**src/hdl/hashed_bucket_fifo_table_defines.svh**
```systemverilog
// Assertion macros shared by the table RTL.
`ifndef HASHED_BUCKET_FIFO_TABLE_DEFINES_SVH
`define HASHED_BUCKET_FIFO_TABLE_DEFINES_SVH

`ifndef ASSERT_OFF
// Checked on clk_i, off while rst_ni is low.
`define HBFT_ASSERT(lbl, prop, msg) \
  lbl: assert property (@(posedge clk_i) disable iff (!rst_ni) prop) else $error(msg);
// Checked on clk_i at every edge, reset included.
`define HBFT_ASSERT_ALWAYS(lbl, prop, msg) \
  lbl: assert property (@(posedge clk_i) prop) else $error(msg);
`else
`define HBFT_ASSERT(lbl, prop, msg)
`define HBFT_ASSERT_ALWAYS(lbl, prop, msg)
`endif

`endif

```
**src/hdl/hbft_pkg.sv**
```systemverilog
// Package: sizes, payload structs and helpers of the hashed bucket table.
package hbft_pkg;

  localparam int unsigned WAYS     = 4;
  localparam int unsigned CAPACITY = 256;
  localparam int unsigned SETS     = ((CAPACITY / WAYS) > 0) ? (CAPACITY / WAYS) : 1;
  localparam int unsigned SLOTS    = SETS * WAYS;

  localparam int unsigned SET_W   = (SETS > 1) ? $clog2(SETS) : 1;
  localparam int unsigned WAY_W   = (WAYS > 1) ? $clog2(WAYS) : 1;
  localparam int unsigned FILL_W  = $clog2(WAYS + 1);
  localparam int unsigned ADDR_W  = (SLOTS > 1) ? $clog2(SLOTS) : 1;
  localparam int unsigned KEY_W   = 32;
  localparam int unsigned HDL_W   = 32;
  localparam int unsigned TOTAL_W = 9;

  typedef enum logic {
    CMD_PUT = 1'b0,
    CMD_GET = 1'b1
  } cmd_e;

  typedef struct packed {
    logic             command;
    logic [KEY_W-1:0] key;
    logic [HDL_W-1:0] entry_handle;
  } req_t;

  typedef struct packed {
    logic               found;
    logic [HDL_W-1:0]   found_handle;
    logic [TOTAL_W-1:0] stored_total;
  } rsp_t;

  typedef struct packed {
    logic [KEY_W-1:0] key;
    logic [HDL_W-1:0] handle;
  } entry_t;

  typedef struct packed {
    logic [FILL_W-1:0] fill;
    logic [WAY_W-1:0]  newest;
  } set_meta_t;

  function automatic logic [SET_W-1:0] set_of(input logic [KEY_W-1:0] key);
    // set count is a power of two: key mod SETS is the low bits
    return (SETS > 1) ? key[SET_W-1:0] : '0;
  endfunction

  function automatic logic [ADDR_W-1:0] slot_addr(input logic [SET_W-1:0] set,
                                                  input logic [WAY_W-1:0] way);
    return ADDR_W'(set) * ADDR_W'(WAYS) + ADDR_W'(way);
  endfunction

  function automatic logic [WAY_W-1:0] way_inc(input logic [WAY_W-1:0] way);
    return (way == WAY_W'(WAYS - 1)) ? '0 : way + WAY_W'(1);
  endfunction

  function automatic logic [WAY_W-1:0] way_dec(input logic [WAY_W-1:0] way);
    return (way == '0) ? WAY_W'(WAYS - 1) : way - WAY_W'(1);
  endfunction

endpackage

```
**src/hdl/hbft_set_state.sv**
```systemverilog
// Per-set fill count and newest way: memory plus per-set valid bits.
module hbft_set_state (
  input  logic                         clk_i,
  input  logic                         rst_ni,
  input  logic                         rd_en_i,
  input  logic [hbft_pkg::SET_W-1:0]   rd_set_i,
  output hbft_pkg::set_meta_t          rd_meta_o,
  input  logic                         wr_en_i,
  input  logic [hbft_pkg::SET_W-1:0]   wr_set_i,
  input  hbft_pkg::set_meta_t          wr_meta_i
);
  import hbft_pkg::*;

  set_meta_t       mem_q [SETS];
  logic [SETS-1:0] vld_q;
  set_meta_t       rd_data_q;
  logic            rd_vld_q;

  always_ff @(posedge clk_i) begin
    if (wr_en_i) begin
      mem_q[wr_set_i] <= wr_meta_i;
    end
    if (rd_en_i) begin
      rd_data_q <= mem_q[rd_set_i];
    end
  end

  // valid bits stand in for a clear of the memory
  always_ff @(posedge clk_i or negedge rst_ni) begin
    if (!rst_ni) begin
      vld_q    <= '0;
      rd_vld_q <= 1'b0;
    end else begin
      if (wr_en_i) begin
        vld_q[wr_set_i] <= 1'b1;
      end
      if (rd_en_i) begin
        rd_vld_q <= vld_q[rd_set_i];
      end
    end
  end

  assign rd_meta_o = rd_vld_q ? rd_data_q : '0;

endmodule
```
**config.mk**
```make
export PLATFORM = sky130hd
export DESIGN_NAME = hbft_set_state
export DESIGN_NICKNAME = d
export VERILOG_FILES = /design/src/hdl/hashed_bucket_fifo_table_defines.svh /design/src/hdl/hbft_pkg.sv /design/src/hdl/hbft_set_state.sv
export SDC_FILE = /design/constraint.sdc
export NUM_CORES = 1
export LEC_CHECK = 0
export BUFFER_PORTS_ARGS = -buffer_cell sky130_fd_sc_hd__buf_2
export CELL_PAD_IN_SITES_DETAIL_PLACEMENT = 1
export CELL_PAD_IN_SITES_GLOBAL_PLACEMENT = 1
export CORE_UTILIZATION = 55
export CTS_CLUSTER_DIAMETER = 40
export CTS_CLUSTER_SIZE = 14
export DETAILED_ROUTE_END_ITERATION = 8
export PLACE_DENSITY_LB_ADDON = 0.1
export REMOVE_ABC_BUFFERS = 1
export SLEW_MARGIN = 0
export SYNTH_ARGS = -nofsm -noshare
export SYNTH_HDL_FRONTEND = slang
export SYNTH_SLANG_ARGS = --single-unit
```
**constraint.sdc**
```tcl
create_clock -name clk_i -period 3.3 [get_ports clk_i]
set_input_delay 0.99 -clock clk_i [delete_from_list [all_inputs] [get_ports clk_i]]
set_output_delay 0.99 -clock clk_i [all_outputs]
set_load 0.005 [all_outputs]
```
=== Word-level counts from Yosys, hierarchy flattened ===
Memory sizes are Yosys's and may differ from the RTL's. A register that Yosys moved wholly into a read port is not among the register bits.
Cells that the tools add are included.

* Register bits: 65
* RAM bits: 320
* Word-level logic and storage cells: 15
* Memories kept: 1
* Input port bits: 21

{| class="wikitable"
|+ Memory list
! memory !! depth !! width !! rd ports !! clocked after Yosys merged registers in !! wr ports !! line !! source
|-
| mem_q || 64 || 5 || 1 || 1 || 1 || hbft_set_state.sv:14 || <nowiki>set_meta_t mem_q [SETS];</nowiki>
|}

* Bitwise logic cells: 1
* Reductions and logical operators: 1
* Mux-type cells: 7
* Order comparisons: 3

{| class="wikitable"
|+ Operator list
! kind !! number
|-
| 64-bit bitwise OR || 1
|-
| 6-bit by 7-bit less-than comparator with 1-bit output, second input constant || 2
|-
| 1-bit binary-select mux with 6-bit select || 1
|-
| 1-bit demux with 6-bit select || 1
|-
| 6-bit by 1-bit >= comparator with 1-bit output, second input constant || 1
|-
| 5-bit two-way mux || 1
|-
| 1-bit two-way mux || 4
|-
| 1-bit logical AND || 1
|}

=== Logic depth before layout (Yosys ltp) ===
* Depth in word-level cells: 5
* Depth in mapped cells: 8
* Mapped depth without buffers: 5

=== Worst setup path before layout ===
Ideal clock, no wire load.

* Path kind: in2reg
* Start point: in rd_set_i[0] (netlist name)
* End point: reg, netlist name rd_data_q[0]
* Data required time: 3.025 ns
* Setup slack: 0.374 ns
* Arrival: 2.651 ns
* Library setup time: 0.275 ns
* Path buffers: 3
* Cell stages on the path: 7
* Path through: buf_2 > buf_6 > buf_6 > mux4_2 > mux4_2 > mux2i_1 > a21oi_1

{| class="wikitable"
|+ RTL lines
! element !! line !! source
|-
| start, declared || hbft_set_state.sv:6 || <nowiki>input logic [hbft_pkg::SET_W-1:0] rd_set_i,</nowiki>
|}

==> flow_summary.yaml <==
outcome:
  outcome: "finished, final reports clean"
clock_tree:
  clkTransAtPathRegs_ps: 60
  clk-insertion-delay-late_ps: 560
  ctsHoldBuffers: 0
  cts_setup_buffers: 0
  ctsResizeCount: 0
  clock_sinks: 390
  clockBufferDepth: 3
  cts-root-buf: "clkbuf_16"
  cts_tree: "yes"
  cts_made_buffers: 48
  h-tree-depth: 2
detailed_routing:
  drt_iter0_markers: 722
  dr.pass1.iters: 5
  vias: 7874
  remaining_drc_errors: 0
  drtAntennaViolNets: 0
  avgRoutedWirePerCell_um: 30.2
  finalWirelength_um: 39000
  via_per_inst: 6.11
power:
  pwr-share-seq_pct: 47.6
  power.density_nw_per_um2: 655
  p_clk_share_pct: 45.6
  ir_worst_vdd_uv: 642
  leakagePower_uw: 0.00638
  p_int_uw: 9130
  combinationalPowerShare_pct: 6.8
  switchingPower_uw: 2680
  switching_share_pct: 22.7
final_layout:
  final_common_cell: "edfxtp_1"
  final_area_um2: 18000
  drive_gt1_share_pct: 39.6
  diodes: 0
  layout_common_cells: "edfxtp_1, mux4_2, buf_4"
  final_nets: 898
  syn2layout_area_growth_pct: 17.4
  fill_cells: 2240
floorplan:
  die_x_um: 169
  dieArea_um2: 28600
  rows: 60
  io-pin-count: 26
  dieHeight_um: 169
  start_util_pct: 56.5
  coreArea_um2: 27200
synth:
  synth.yosys.seq_area_share_pct: 74.1
  ys.flop_type: "edfxtp_1"
  synthArstFlopShare_pct: 16.7
  synth_seq_cells: 390
  syn_area_um2: 15400
  ys_warn_count: 0
  synth_edf_count: 325
  syn_avg_cell_area_um2: 20.1
  syn_inst: 763
  ys_types: 31
timing:
  slew_viol_final: 0
  finClkSkew_ps: 18.1
  rsz0062_at_grt: "false"
  whs_ps: 366
  slew_headroom_pct: 45.6
  fin_crit_ps: 2850
  worstMarginPinSlew_ps: 816
  fin_crit_sh_pct: 86.2
  setup_viol: 0
  hold_viol: 0
  fmax_mhz: 351
setup_path:
  crit_buf_inv: 2
  arrival_ps: 3140
  critPathMaxFanout: 38
  cp_common_cell: "mux4_2"
  cp_cell_sequence: "buf_6 -> buf_12 -> mux4_2 -> mux4_2 -> o22ai_1 -> nor2_1"
  cp_slowest_cell: "mux4_2"
  cp.required_ps: 3590
  critPathTopFamily: "multiplexers"
  crit_path_max_incr_delay_ps: 570
  path_class: "in2reg"
  cp-start-kind: "primary input"
  endpoint_kind: "flip-flop"
global_route:
  track_usage_pct: 28.9
  grt_pass1_wl_um: 57700
  grt_max_degree: 65
  grt_antenna_before_repair: 0
  overflow: 0
  grt_pass1_vias: 8665
flow_run:
  maxCapViolCount: 0
placed_design:
  gp_congestion: 0.850
  port_buffers: 25
  hpwl_um: 25600
  place_area_um2: 16400
min_path:
  hold_path_class: "in2async"
[metal layers]
| layer | part of all wire (%) | wire length [um] | global-route usage [%] | vias up |
|---|---|---|---|---|
| met5 | 0 | 0 | 0 | - |
| met3 | 6.6 | 2580 | 5.83 | 66 |
| met4 | 2.2 | 852 | 8.15 | 0 |
| met2 | 49 | 19200 | 46.4 | 312 |
| li1 | - | - | - | 3280 |
| met1 | 42 | 16300 | 40.8 | 4216 |
[synth_stat cells (3+ instances only)]
cell type,count,area [um^2]
a22oi_1,4,30.0
clkbuf_1,12,45.0
mux4_2,109,2450
nor2_1,70,263
mux2i_1,22,220
nand2_1,11,41.3
buf_6,8,90.1
nand2b_1,5,31.3
o22ai_1,6,37.5
edfxtp_1,325,9760
a21oi_1,3,15.0
buf_2,8,40.0
inv_1,3,11.3
dfrtp_1,65,1630
and2_1,5,31.3
or2_2,66,413
buf_1,7,26.3
nor2b_1,7,43.8
nand3_1,10,50.1
[power groups by stage]
stage          sequential (uW)  combinational (uW)  clock (uW)
3_5_place_dp              5720                 796           0
4_1_cts                   5620                 804        5440
2_1_floorplan             5680                 410           0
3_3_place_gp              5700                 762           0
5_1_grt                   5640                 850        5610
6_report                  5620                 798        5390
[sequential cells by signal, indices dropped and copies added, names as in the netlist]
| signal | count |
|---|---|
| vld_q | 64 |
| rd_data_q | 5 |
| rd_vld_q | 1 |
| mem_q | 320 |
[stage by stage]
stage	total power [uW]	utilization, %	cells	TNS [ps]	setup WS, ps
final	11800	66.4	1289	0	455
after floorplan	6090	-	727	0	776
after global placement	6460	60.3	1199	-104	-40.9
after CTS	11900	66.4	1289	0	426
after detailed placement	6520	60.3	1199	-301	-148
after global routing	12100	66.4	1289	0	389
[layout make-up]
type	count	area, um^2	area share (%)
sequential	390	11400	63.1
tap	372	465	2.58
inverter	3	11.3	0.0624
timing repair buffer	100	759	4.21
clock buffer	59	1320	7.34
clock inverter	31	334	1.85
multi-input combinational	334	3760	20.8
[worst paths after layout]
check	start	end	slack, ps	cells past startpoint
min reg2reg	vld_q[12]	vld_q[12]	470	1
min in group clk_i	vld_q[12]	vld_q[12]	470	1
min	rst_ni	vld_q[62]	370	1
max in group asynchronous	rst_ni	vld_q[4]	2140	2
max reg2reg	mem_q[3][3]	rd_data_q[3]	1110	5
max	rd_set_i[0]	rd_data_q[1]	450	6
[cells by family (layout without fill, tap and decap cells)]
logic type,Yosys count,in the layout,share of synthesized area (%)
AO/OA/AOI/OAI,21,21,1.01
buffers and inverters,39,193,1.43
flip-flops,390,390,74.1
multiplexers,131,131,17.4
AND/OR/NAND/NOR,182,182,6.04
No activity file was read; power rests on OpenSTA's default activity.
